## src/phkv_pkg.sv

```systemverilog
// ----------------------------------------------------------------------------
// phkv_pkg
// Types, codes and constants shared by the paged hash table key-value engine.
// ----------------------------------------------------------------------------
package phkv_pkg;

  localparam int unsigned SlotsDef    = 256;
  localparam int unsigned MaxPagesDef = 8;
  localparam int unsigned KeyBytesDef = 8;
  localparam int unsigned ValBytesDef = 8;

  localparam logic [31:0] HashSeed  = 32'd5381;
  localparam int unsigned HashShift = 5;

  localparam logic [2:0] ReqGet     = 3'd0;
  localparam logic [2:0] ReqPut     = 3'd1;
  localparam logic [2:0] ReqDel     = 3'd2;
  localparam logic [2:0] ReqNext    = 3'd3;
  localparam logic [2:0] ReqRestart = 3'd4;

  localparam logic [1:0] StOk   = 2'd0;
  localparam logic [1:0] StMiss = 2'd1;
  localparam logic [1:0] StFull = 2'd2;

  localparam logic CfgTableSize = 1'b0;
  localparam logic CfgKeyBytes  = 1'b1;

  typedef struct packed {
    logic [2:0]  req_type;
    logic [63:0] key;
    logic [63:0] value;
  } req_t;

  typedef struct packed {
    logic [1:0]  status;
    logic [63:0] key_out;
    logic [63:0] value_out;
  } rsp_t;

  // stored entry: live, key, value (occupancy is kept per entry as a page epoch tag)
  typedef struct packed {
    logic        live;
    logic [63:0] key;
    logic [63:0] value;
  } entry_t;

  typedef struct packed {
    logic load;      // latch request, start hash
    logic hash_step; // one key byte
    logic mod_step;  // one quotient bit of the modulo
    logic rd;        // read entry at current address
    logic wr;        // write entry at current address
    logic next_page; // advance walk page
    logic cur_step;  // advance iterator cursor
    logic cur_clr;   // iterator restart
    logic page_inc;  // open a new page
    logic resp;      // emit result
  } cmd_t;

  typedef struct packed {
    logic       init;       // store clearing after reset
    logic       hash_last;
    logic       mod_last;
    logic       walk_end;   // walk page reached page count
    logic       occ;        // entry at walk address occupied
    logic       live;
    logic       key_eq;
    logic       full;
    logic       cur_end;    // iterator cannot go on
    logic [2:0] req_type;
  } sts_t;

endpackage

```

## src/phkv_ctrl.sv

```systemverilog
// ----------------------------------------------------------------------------
// phkv_ctrl
// Request sequencer: hash, modulo, page walk, iterator scan and response.
// ----------------------------------------------------------------------------
module phkv_ctrl (
  input  logic           clk_i,
  input  logic           rst_ni,
  input  logic           start_i,
  input  phkv_pkg::sts_t sts_i,
  output phkv_pkg::cmd_t cmd_o,
  output logic [1:0]     status_o,
  output logic           busy_o,
  output logic           done_o
);
  import phkv_pkg::*;

  typedef enum logic [8:0] {
    SIdle  = 9'b000000001,
    SHash  = 9'b000000010,
    SMod   = 9'b000000100,
    SRead  = 9'b000001000,
    SEval  = 9'b000010000,
    SIRead = 9'b000100000,
    SIEval = 9'b001000000,
    SResp  = 9'b010000000,
    SOut   = 9'b100000000
  } state_e;

  state_e     state_q, state_d;
  logic [1:0] st_q, st_d;

  always_ff @(posedge clk_i or negedge rst_ni) begin
    if (!rst_ni) begin
      state_q <= SIdle;
      st_q    <= StMiss;
      done_o  <= 1'b0;
    end else begin
      state_q <= state_d;
      st_q    <= st_d;
      done_o  <= cmd_o.resp;
    end
  end

  assign busy_o   = (state_q != SIdle) || sts_i.init;
  assign status_o = st_q;

  always_comb begin
    state_d = state_q;
    st_d    = st_q;
    cmd_o   = '0;
    case (state_q)
      SIdle: begin
        if (start_i && !sts_i.init) begin
          cmd_o.load = 1'b1;
          st_d       = StMiss;
          state_d    = SHash;
        end
      end
      SHash: begin
        case (sts_i.req_type)
          ReqGet, ReqPut, ReqDel: begin
            cmd_o.hash_step = 1'b1;
            if (sts_i.hash_last) state_d = SMod;
          end
          ReqNext: state_d = SIRead;
          ReqRestart: begin
            cmd_o.cur_clr = 1'b1;
            st_d = StOk;
            state_d = SResp;
          end
          default: state_d = SResp;
        endcase
      end
      SMod: begin
        cmd_o.mod_step = 1'b1;
        if (sts_i.mod_last) state_d = SRead;
      end
      SRead: begin
        if (sts_i.walk_end) begin
          if (sts_i.req_type == ReqPut) begin
            if (sts_i.full) begin
              st_d = StFull;
            end else begin
              cmd_o.page_inc = 1'b1;
              cmd_o.wr       = 1'b1;
              st_d           = StOk;
            end
          end
          state_d = SResp;
        end else begin
          state_d = SEval;
        end
      end
      SEval: begin
        state_d = SResp;
        if (!sts_i.occ) begin
          if (sts_i.req_type == ReqPut) begin
            cmd_o.wr = 1'b1;
            st_d = StOk;
          end
        end else if (sts_i.req_type == ReqGet) begin
          if (sts_i.key_eq) begin
            if (sts_i.live) st_d = StOk;
          end else begin
            cmd_o.next_page = 1'b1;
            state_d = SRead;
          end
        end else if (!sts_i.live || sts_i.key_eq) begin
          cmd_o.wr = 1'b1;
          st_d = StOk;
        end else begin
          cmd_o.next_page = 1'b1;
          state_d = SRead;
        end
      end
      SIRead: begin
        if (sts_i.cur_end) begin
          state_d = SOut;
        end else begin
          state_d = SIEval;
        end
      end
      SIEval: begin
        cmd_o.cur_step = 1'b1;
        if (sts_i.occ && sts_i.live) begin
          st_d = StOk;
          state_d = SOut;
        end else begin
          state_d = SIRead;
        end
      end
      SOut: begin
        cmd_o.resp = 1'b1;
        state_d = SIdle;
      end
      SResp: begin
        cmd_o.resp = 1'b1;
        state_d = SIdle;
      end
      default: state_d = SIdle;
    endcase
  end
endmodule

```

## config.mk

```make
export PLATFORM = sky130hd
export DESIGN_NAME = phkv_ctrl
export DESIGN_NICKNAME = d
export VERILOG_FILES = /design/src/phkv_pkg.sv /design/src/phkv_ctrl.sv
export SDC_FILE = /design/constraint.sdc
export NUM_CORES = 1
export LEC_CHECK = 0
export ABC_AREA = 1
export BUFFER_PORTS_ARGS = -buffer_cell sky130_fd_sc_hd__buf_2
export CELL_PAD_IN_SITES_DETAIL_PLACEMENT = 1
export CELL_PAD_IN_SITES_GLOBAL_PLACEMENT = 1
export CORE_UTILIZATION = 37
export DETAILED_ROUTE_END_ITERATION = 10
export PLACE_DENSITY = 0.86
export SETUP_SLACK_MARGIN = 0.2
export SLEW_MARGIN = 20
export SYNTH_ARGS = -nofsm -noshare
export SYNTH_HDL_FRONTEND = slang
export SYNTH_SLANG_ARGS = --single-unit
```

## constraint.sdc

```tcl
create_clock -name clk_i -period 2.6 [get_ports clk_i]
set_clock_uncertainty 0.05 [all_clocks]
set_input_delay 0.26 -clock clk_i [delete_from_list [all_inputs] [get_ports clk_i]]
set_output_delay 0.26 -clock clk_i [all_outputs]
set_load 0.1 [all_outputs]
```

======== Yosys cells after proc, flatten, opt, wreduce, memory -nomap -nowiden ========
Cells that the tools add are included.
W data, S select, Z words.
cells by class
  eq/ne operators ......................... 25
  divide/modulo/power cells ............... 0
  shift operators ......................... 0
  add/sub/neg operators ................... 0
  muxes and demuxes ....................... 48
  reductions and logical operators ........ 12
  bitwise gates (word level) .............. 0
  $lt $le $gt $ge ......................... 0
  $mul .................................... 0
operator list
  kind                  count
  $mux W9               7
  $pmux W9 S7           1
  $mux W2               12
  $mux W8               3
  $mux W1               22
  $pmux W9 S2           1
  $ne A4 B4 Y1 const B  3
  $ne A2 B2 Y1 const B  5
  $pmux W2 S5           1
  $reduce_and A10 Y1    1
  $eq A9 B1 Y1 const B  1
  $eq A9 B2 Y1 const B  1
  $eq A9 B3 Y1 const B  1
  $eq A9 B4 Y1 const B  1
  $eq A9 B5 Y1 const B  1
  $eq A9 B6 Y1 const B  1
  $eq A9 B7 Y1 const B  1
  $eq A9 B8 Y1 const B  1
  $eq A9 B9 Y1 const B  1
  $ne A9 B1 Y1 const B  1
  $eq A3 B2 Y1 const B  2
  $ne A3 B3 Y1 const B  2
  $reduce_bool A5 Y1    1
  $eq A3 B1 Y1 const B  1
  10 further kinds      13
storage, ports and cells
  input bits .............................. 15
  register bits ........................... 12
  bits in latches ......................... 0
  bits in read-only memories .............. 0
  output and inout port bits .............. 14
  RAM bits ................................ 0
  memories kept ........................... 0
  word-level logic and storage cells ...... 88

======== Logic depth before layout (Yosys ltp) ========
Gate-level depths: netlist (run 1).
  depth after elaboration ................. 6
  mapped depth ............................ 11

======== Worst setup path after synthesis (run 1) ========
OpenSTA, ideal clock, no wires.
  path kind ............................... register to register
  from .................................... register state_q[2]
  to ...................................... register done_o
  data required time ...................... 2.126 ns
  path slack .............................. -1.404 ns
  arrival ................................. 3.531 ns
  buffers on the path ..................... 0
  cell stages (with the launch flop) ...... 4
  cell sequence ........................... dfrtp_1 -> nor2_2 -> nand2_4 -> nor4_1
RTL lines
  what                    RTL line         text
  start, declared         phkv_ctrl.sv:29  state_e state_q, state_d;
  start signal, assigned  phkv_ctrl.sv:34  state_q <= SIdle;
  start signal, assigned  phkv_ctrl.sv:38  state_q <= state_d;
  end signal, assigned    phkv_ctrl.sv:40  done_o <= cmd_o.resp;
  end, declared           phkv_ctrl.sv:13  output logic done_o

==> results of run 1 <==
==> registers in the layout, summed over array words and instances (netlist names) <==
name	count
state_q	9
status_o	2
done_o	1
==> power breakdown <==
group / internal [mW] / switching, mW
logic: 0.118 / 0.427
clock network: 0.0592 / 0.0575
registers: 0.228 / 0.0246
total: 0.405 / 0.509
==> worst max-delay path by stage <==
stage                           from       end  slack [ns]
after floorplan           state_q[7]  cmd_o[5]        0.10
after global placement    state_q[1]  cmd_o[5]        0.59
after detailed placement  state_q[1]  cmd_o[5]        0.49
after CTS                 state_q[7]  cmd_o[5]        0.21
after global routing      state_q[1]  cmd_o[5]        0.18
final                     state_q[7]  cmd_o[5]        0.31
==> cells by family (layout without fill, tap and decap cells) <==
logic type / after synthesis / in the layout
simple gates: 89 / 89
buf+inv: 26 / 57
flops: 12 / 12
compound gates: 9 / 9
other cells: 1 / 1
xor+xnor: 1 / 1
==> routing by layer <==
layer	GRT usage	vias up	wire length [microns]	share of wire
met5	0	-	0	0
met4	0.118	0	87	0.029
met3	0.0232	9	95	0.032
met2	0.487	37	1580	0.52
met1	0.314	481	1240	0.41
li1	-	500	-	-
==> layout make-up <==
type | instances | area share
multi-input cells | 100 | 0.484
flip-flops and latches | 12 | 0.258
well taps | 28 | 0.0297
repair buffers | 28 | 0.127
clock buffers | 4 | 0.0223
inverters | 25 | 0.0795
==> synthesized netlist by cell type <==
cell                        n
sky130_fd_sc_hd__nor3b_1    1
sky130_fd_sc_hd__o31ai_1    1
sky130_fd_sc_hd__nand4_1    5
sky130_fd_sc_hd__o21ai_1    1
sky130_fd_sc_hd__or2_1      2
sky130_fd_sc_hd__nor2_1    19
sky130_fd_sc_hd__inv_1     18
sky130_fd_sc_hd__o211ai_1   1
sky130_fd_sc_hd__nand2_1   27
sky130_fd_sc_hd__nor2_4     3
sky130_fd_sc_hd__nand3_2    2
sky130_fd_sc_hd__nor3b_2    1
sky130_fd_sc_hd__o21bai_1   1
sky130_fd_sc_hd__o21ai_0    4
sky130_fd_sc_hd__xnor2_1    1
sky130_fd_sc_hd__nand2_2    3
sky130_fd_sc_hd__buf_4      1
sky130_fd_sc_hd__nor3_2     1
sky130_fd_sc_hd__nor3_1     1
sky130_fd_sc_hd__nor4_1     1
sky130_fd_sc_hd__dfrtp_1   10
sky130_fd_sc_hd__nand2_4    1
sky130_fd_sc_hd__nand3_1   17
sky130_fd_sc_hd__dfstp_2    2
sky130_fd_sc_hd__nand3b_1   1
sky130_fd_sc_hd__a21oi_2    1
sky130_fd_sc_hd__inv_2      7
sky130_fd_sc_hd__conb_1     1
sky130_fd_sc_hd__nor2_2     4
==> repair_timing <==
item,4_1_cts,5_1_grt
hold buffers,1,0
endpoints found under the hold margin,10,0
endpoints found under the setup margin,0,2
resized for setup,0,3
==> out/qor_table.md, run 1 <==
| Item | Reported |
| --- | --- |
| Outcome | complete, no violations |
| Portion of synthesized cell area occupied by the leading cell type | 0.268 |
| Net Count, Synth | 153 |
| Per-cell routed wire length | 15.2 microns |
| First-pass GRT wire length | 5200 microns |
| Post-layout instance count excluding filler cells | 197 |
| Pwr Total | 0.914 mW |
| Overall Global Routing Usage | 0.267 |
| Via count of the first global-routing pass | 1168 |
| Cell chain of the critical path | nor2_4 > nand3_1 > nor2_1 > nand2_1 > nor3_4 > o21bai_4 > buf_4 |
| Largest net degree at the start of global routing | 13 |
| Logic depth of the worst setup path including buffers | 7 |
| I/O pin count | 29 |
| Endpoint kind of the worst setup timing path | primary output |
| Data required time of the critical path | 2.29 ns |
| Register bit total from synthesis | 12 |
| Synthesis-to-layout area growth | 26.6% |
| Clock tree from TritonCTS | yes |
| Logic depth of the worst register-to-register path | 8 |
| Highest net fanout along the worst path | 4 |
| Floorplan core area | 2300 sq um |
| Height of the die | 52.2 microns |
| Total wire length after detailed routing | 3000 microns |
| Floorplan die area | 2720 sq um |
| Global placement routability congestion | 0.882 |
| Min-delay src | sts_i[3] |
| Nets@finish | 185 |
| Filler instances | 325 |
| Antenna cells | 0 |
| Synthesized-area fraction occupied by and/or/nand/nor cells | 0.493 |
| Critical Setup Path Class | flip-flop to primary output |
| Critical Path Slowest Stage Cell | sky130_fd_sc_hd__dfrtp_1 |
| Ratio of final minimum period to clock period | 0.880 |
| Cell area after layout | 1180 sq um |
| Maximum VDD drop | 453 uV |
| Accumulated negative setup slack | 0 ns |
| Sequential-to-total area share from yosys stat | 0.325 |
| Instance count of the mapped netlist | 138 |
| Pre-CTS worst setup slack | 0.494 ns |
| Largest family of logic cells by synthesized area | simple AND/OR/NAND/NOR gates |
| Mean area per synthesized cell | 6.75 sq um |
| Compound-Gate Fraction of Synth Area | 0.0604 |
| Reg-to-Reg Start | state_q[7] |
| CP arrival | 1.98 ns |
| Unrepaired setup endpoints after global routing | yes |
| Largest delay share family, worst path | simple AND/OR/NAND/NOR gates |
| Number of buffers inserted during clock tree synthesis | 3 |
| Post-layout util | 0.514 |
| Worst-skew pair later-pin latency | 0.26 ns |
| Adder-cell area share of the yosys netlist | 0 |
| Classification of the worst-slack hold path | input port to flip-flop |
| Detailed-route vias per instance | 5.21 |
| Pwr per Cell Area | 775 nW/um^2 |
| Buffers & Inverters on Critical Path | 1 |
| Post-synthesis cell type with the largest combined area | sky130_fd_sc_hd__dfrtp_1 |
| Total of max-cap violations | 0 |
| R2r endpoint | status_o[1] |
| DRC marker count from the first detailed-route iteration | 22 |
| Row cnt | 17 |
| Number of buffers added on ports | 27 |
| Portion of netlist area occupied by mux cells | 0 |
| Worst reg2reg setup slack | 0.91 ns |
| Critical path startpoint category | flip-flop |
| Proportion of layout cells with a drive suffix above 1 | 0.355 |
| Parity-gate share of the synthesized area counting xor and xnor cells | 0.00940 |
| Initial antenna violation count | 0 |
| Final Slew Violations | 0 |
| Destination of the worst hold path | state_q[6] |
| Leading cell type in the layout, fill and taps excluded | sky130_fd_sc_hd__nand2_1 |
| Depth of the worst hold-timing path | 2 |
| # clock sinks | 12 |
| Final setup viols | 0 |
| Highest-count cells in the layout ignoring fill and taps | 26 x sky130_fd_sc_hd__nand2_1, 25 x sky130_fd_sc_hd__buf_2, 18 x sky130_fd_sc_hd__inv_1, 18 x sky130_fd_sc_hd__nor2_1, 17 x sky130_fd_sc_hd__nand3_1 |
| FF+latch area | 304 sq um |
| Final hold violations | 0 |
| Crit path setup slack, layout | 0.311 ns |
| Number of placed instances with taps included | 192 |
| Cell Area, Placed | 1140 sq um |
| Combined area of the multi-input logic cells | 571 sq um |
| Post-synth cell types | 29 |
| Largest stage delay on the critical path | 0.44 ns |
| Final period demand of the worst path | 2.29 ns |
| Main area contributors after synthesis | sky130_fd_sc_hd__dfrtp_1 27%, sky130_fd_sc_hd__nand2_1 11%, sky130_fd_sc_hd__nand3_1 9.1%, sky130_fd_sc_hd__nor2_1 7.7%, sky130_fd_sc_hd__inv_1 7.2% |
| Aggregate global routing overflow | 0 |
| First drt pass iteration count | 4 |
| Final hold slack | 0.114 ns |
| Number of remaining DRC errors | 0 |
| Initial core utilization | 0.406 |
| H-tree level count | 1 |
| Warnings, synthesis | 0 |
| Maximum buffer depth of the clock tree | 2 |
| Die Wd | 52.2 microns |
| Remaining antenna violation count | 0 |
| Static power due to leakage | 0.646 nW |
| Vias after detailed routing | 1027 |
| Cell area after technology mapping | 932 sq um |
| Clock-pin slew on the worst setup and hold paths | 0.07 ns |
| Total half-perimeter wirelength after legalization and detailed placement | 2600 microns |
| Root buf cell | sky130_fd_sc_hd__clkbuf_4 |
| Upper clock frequency limit | 437 MHz |
| Number of buffers inserted by post-CTS setup repair | 0 |
Note: power is estimated with default switching activity, not from simulation.
==> run 2, diff against run 1 <==
--- a/config.mk
+++ b/config.mk
@@ -11,7 +11,7 @@
 export CELL_PAD_IN_SITES_GLOBAL_PLACEMENT = 1
 export CORE_UTILIZATION = 37
 export DETAILED_ROUTE_END_ITERATION = 10
-export PLACE_DENSITY = 0.86
+export PLACE_DENSITY = 0.91
 export SETUP_SLACK_MARGIN = 0.2
 export SLEW_MARGIN = 20
 export SYNTH_ARGS = -nofsm -noshare
==> out/qor_table.md, run 2 (same netlist as run 1, synthesis figures left out) <==
| Item | Reported |
| --- | --- |
| Total half-perimeter wirelength after legalization and detailed placement | 2540 microns |
| Number of buffers inserted during clock tree synthesis | 3 |
| Clock-pin slew on the worst setup and hold paths | 0.07 ns |
| Remaining antenna violation count | 0 |
| H-tree level count | 1 |
| Highest-count cells in the layout ignoring fill and taps | 26 x sky130_fd_sc_hd__nand2_1, 24 x sky130_fd_sc_hd__buf_2, 18 x sky130_fd_sc_hd__inv_1, 18 x sky130_fd_sc_hd__nor2_1, 17 x sky130_fd_sc_hd__nand3_1 |
| Upper clock frequency limit | 435 MHz |
| Floorplan core area | 2300 sq um |
| Overall Global Routing Usage | 0.266 |
| Number of remaining DRC errors | 0 |
| # clock sinks | 12 |
| Initial antenna violation count | 0 |
| Accumulated negative setup slack | 0 ns |
| Detailed-route vias per instance | 5.32 |
| Nets@finish | 185 |
| Ratio of final minimum period to clock period | 0.885 |
| Final period demand of the worst path | 2.30 ns |
| Clock tree from TritonCTS | yes |
| Highest net fanout along the worst path | 4 |
| Leading cell type in the layout, fill and taps excluded | sky130_fd_sc_hd__nand2_1 |
| Busiest layer in global routing | met2 |
| Critical path startpoint category | flip-flop |
| Maximum VDD drop | 564 uV |
| Pwr per Cell Area | 791 nW/um^2 |
| Proportion of layout cells with a drive suffix above 1 | 0.361 |
| Final hold violations | 0 |
| CP arrival | 1.99 ns |
| Total of max-cap violations | 0 |
| Global placement routability congestion | 0.904 |
| Initial core utilization | 0.406 |
| Via count of the first global-routing pass | 1087 |
| Maximum buffer depth of the clock tree | 2 |
| Die Wd | 52.2 microns |
| Outcome | complete, no violations |
| Total wire length after detailed routing | 3040 microns |
| Worst-skew pair later-pin latency | 0.29 ns |
| Aggregate global routing overflow | 0 |
| Static power due to leakage | 0.653 nW |
| Row cnt | 17 |
| Final hold slack | 0.108 ns |
| Met3 layer usage reported by global route | 0.0667 |
| DRC marker count from the first detailed-route iteration | 10 |
| Largest net degree at the start of global routing | 13 |
| Classification of the worst-slack hold path | input port to flip-flop |
| Final setup viols | 0 |
| Number of flip-flops under the largest register name | 9 |
| Met1 Track Usage GR | 0.291 |
| Final Slew Violations | 0 |
| First-pass GRT wire length | 4940 microns |
| Unrepaired setup endpoints after global routing | yes |
| Root buf cell | sky130_fd_sc_hd__clkbuf_4 |
| Height of the die | 52.2 microns |
| Endpoint kind of the worst setup timing path | primary output |
| I/O pin count | 29 |
| Pwr Total | 0.949 mW |
| Data required time of the critical path | 2.29 ns |
| Register with the highest flop count | state_q |
| Critical Setup Path Class | flip-flop to primary output |
| Number of buffers inserted by post-CTS setup repair | 0 |
| Floorplan die area | 2720 sq um |
| Per-cell routed wire length | 15.4 microns |
| Synthesis-to-layout area growth | 28.7% |
| First drt pass iteration count | 4 |
| Vias after detailed routing | 1048 |
| Antenna cells | 0 |
| Met2 Resource Use GR | 0.459 |
| Number of buffers added on ports | 27 |
[run 2: layer usage]
metal | up-vias | wire (microns)
li1 | 504 | -
met1 | 507 | 1230
met2 | 28 | 1610
met3 | 9 | 114
met4 | 0 | 90
met5 | - | 0
[run 2: worst paths after layout]
| kind | startpoint | to | slack, ns | cells past startpoint |
|---|---|---|---|---|
| worst max-delay path | state_q[7] | cmd_o[5] | 0.30 | 7 |
| worst min-delay path | sts_i[3] | state_q[6] | 0.11 | 2 |
| worst max register to register | state_q[2] | status_o[1] | 0.94 | 8 |
| worst min register to register | status_o[1] | status_o[1] | 0.44 | 2 |
| max in group asynchronous | rst_ni | status_o[0] | 1.90 | 2 |
| min in group asynchronous | rst_ni | state_q[2] | 0.34 | 2 |
[run 2: final cells by class]
class | count | area (sq um)
Sequential cell | 12 | 304
Timing Repair Buffer | 28 | 160
Multi-Input combinational cell | 100 | 571
Inverter | 25 | 93.8
Clock buffer | 4 | 36.3
Tap cell | 28 | 35.0
Fill cell | 316 | 1100
[run 2: where the power goes]
group	switching, mW	internal, mW	total (mW)
registers	0.0234	0.228	0.251
clock network	0.0686	0.0855	0.154
logic	0.424	0.119	0.543
total	0.516	0.433	0.949
[run 2: timing repair]
item,4_1_cts,5_1_grt
resized for setup,1,4
hold buffers,1,0
endpoints found under the hold margin,10,0
gates cloned,0,0
pin swaps,0,0
setup endpoints to repair,1,3
[run 2: worst max-delay path, stage by stage, from the launching register on]
cell and delay (ns):
sky130_fd_sc_hd__dfrtp_1 0.44, sky130_fd_sc_hd__nor2_4 0.20, sky130_fd_sc_hd__nand3_1 0.15, sky130_fd_sc_hd__nor2_1 0.18, sky130_fd_sc_hd__nand2_1 0.15, sky130_fd_sc_hd__nor3_4 0.22
sky130_fd_sc_hd__o21bai_4 0.15, sky130_fd_sc_hd__buf_8 0.21
[run 2: through the flow]
step	utilization	std cells	cell area, sq um	worst slack [ns]
after floorplan	-	138	976	0.102
after global placement	0.496	192	1140	0.595
after detailed placement	0.496	192	1140	0.461
after CTS	0.517	197	1190	0.270
after global routing	0.522	197	1200	0.189
final	0.522	197	1200	0.299
==> run 3, diff against run 2 <==
==> constraint.sdc (replaced) <==
create_clock -name clk_i -period 2.6 [get_ports clk_i]
set_clock_uncertainty 0.05 [all_clocks]
set_input_delay 0.13 -clock clk_i [delete_from_list [all_inputs] [get_ports clk_i]]
set_output_delay 0.13 -clock clk_i [all_outputs]
set_load 0.1 [all_outputs]
==> out/qor_table.md, run 3 (same netlist as run 1, synthesis figures left out) <==
| Item | Reported |
| --- | --- |
| Synthesis-to-layout area growth | 27.0% |
| Register with the highest flop count | state_q |
| Clock-pin slew on the worst setup and hold paths | 0.08 ns |
| Static power due to leakage | 0.652 nW |
| Highest-count cells in the layout ignoring fill and taps | 27 x sky130_fd_sc_hd__nand2_1, 26 x sky130_fd_sc_hd__buf_2, 18 x sky130_fd_sc_hd__inv_1, 18 x sky130_fd_sc_hd__nor2_1, 17 x sky130_fd_sc_hd__nand3_1 |
| Data required time of the critical path | 2.42 ns |
| Post-layout instance count excluding filler cells | 198 |
| Die Wd | 52.2 microns |
| CP arrival | 2.06 ns |
| Overall Global Routing Usage | 0.252 |
| Maximum VDD drop | 525 uV |
| Aggregate global routing overflow | 0 |
| Number of remaining DRC errors | 0 |
| Via count of the first global-routing pass | 1079 |
| Final Slew Violations | 0 |
| Detailed-route vias per instance | 5.19 |
| Upper clock frequency limit | 447 MHz |
| DRC marker count from the first detailed-route iteration | 14 |
| Critical Setup Path Class | flip-flop to primary output |
| Global placement routability congestion | 0.851 |
| Outcome | complete, no violations |
| Filler instances | 322 |
| Final hold violations | 0 |
| # clock sinks | 12 |
| Final hold slack | 0.0475 ns |
| First-pass GRT wire length | 4910 microns |
| Remaining antenna violation count | 0 |
| Final period demand of the worst path | 2.24 ns |
| Number of buffers inserted during clock tree synthesis | 3 |
| Total of max-cap violations | 0 |
| Antenna cells | 0 |
| Nets@finish | 186 |
| Largest stage delay on the critical path | 0.47 ns |
| Root buf cell | sky130_fd_sc_hd__clkbuf_4 |
| Critical Path Slowest Stage Cell | sky130_fd_sc_hd__dfrtp_1 |
| Row cnt | 17 |
| Total half-perimeter wirelength after legalization and detailed placement | 2600 microns |
| Clock tree from TritonCTS | yes |
| Accumulated negative setup slack | 0 ns |
| Final setup viols | 0 |
| Number of placed instances with taps included | 192 |
| Floorplan die area | 2720 sq um |
| H-tree level count | 1 |
| Total wire length after detailed routing | 3110 microns |
| First drt pass iteration count | 4 |
| Cell chain of the critical path | nor2_4 > nand3_1 > nor2_1 > nand2_1 > nor3_4 > o21bai_4 > clkbuf_4 |
| Floorplan core area | 2300 sq um |
| Height of the die | 52.2 microns |
| Maximum buffer depth of the clock tree | 2 |
| Proportion of layout cells with a drive suffix above 1 | 0.341 |
| Ratio of final minimum period to clock period | 0.860 |
| Leading cell type in the layout, fill and taps excluded | sky130_fd_sc_hd__nand2_1 |
| Number of buffers added on ports | 27 |
| Per-cell routed wire length | 15.7 microns |
| Pwr per Cell Area | 769 nW/um^2 |
| I/O pin count | 29 |
| Unrepaired setup endpoints after global routing | no |
| Number of flip-flops under the largest register name | 9 |
| Number of buffers inserted by post-CTS setup repair | 0 |
| Classification of the worst-slack hold path | input port to flip-flop |
| Critical path startpoint category | flip-flop |
| Endpoint kind of the worst setup timing path | primary output |
| Highest net fanout along the worst path | 4 |
| Initial antenna violation count | 0 |
| Largest net degree at the start of global routing | 13 |
| Worst-skew pair later-pin latency | 0.28 ns |
| Initial core utilization | 0.406 |
| Vias after detailed routing | 1027 |
-- run 3: cell count changes in the layout (fill, tap and decap cells not counted), sizes merged --
cell and change:
dlygate4sd3 +1, clkbuf -1, buf +1
-- run 3: final cells by class --
class	count	area, sq um	area share
Sequential cell	12	303	0.256
Inverter	25	93.8	0.0793
Timing Repair Buffer	29	158	0.133
Tap cell	28	35.0	0.0296
Clock buffer	4	26.3	0.0222
Multi-Input combinational cell	100	568	0.480
-- run 3: final timing paths --
kind	start	end	slack, ns	depth (start not counted)
max	state_q[6]	cmd_o[5]	0.36	7
min	sts_i[2]	state_q[5]	0.05	2
max reg2reg	state_q[6]	status_o[1]	1.02	8
min reg2reg	status_o[0]	status_o[0]	0.43	2
max in group asynchronous	rst_ni	status_o[0]	2.01	2
min in group asynchronous	rst_ni	state_q[3]	0.21	2
-- run 3: through the flow --
step	total power [mW]	util	area [sq um]	setup WS, ns
after floorplan	0.669	-	972	0.221
after global placement	0.756	0.494	1130	0.721
after detailed placement	0.780	0.494	1130	0.638
after CTS	0.915	0.514	1180	0.257
after global routing	0.965	0.515	1180	0.272
final	0.910	0.515	1180	0.365
-- run 3: metal layers --
layer	vias up	share of wire	GRT usage
li1	498	-	-
met5	-	0	0
met4	0	0.0093	0.0351
met2	26	0.54	0.494
met1	501	0.41	0.279
met3	2	0.033	0.0522
-- run 3: worst max-delay path, delay by kind of cell (launching register included) --
kind / cells / cell delay (ns)
compound gates: 1 / 0.13
buf+inv: 1 / 0.34
flops: 1 / 0.47
simple gates: 5 / 0.83
-- run 3: what timing repair did --
item	in CTS	in global routing
endpoints found under the hold margin	13	0
endpoints found under the setup margin	0	1
hold buffers	2	0
resized for setup	0	1
-- run 3: report_power, final --
part           internal [mW]  switching [mW]  leakage (nW)
Clock                 0.0596          0.0704        0.0150
Combinational          0.117           0.411         0.478
Sequential             0.228          0.0246         0.159
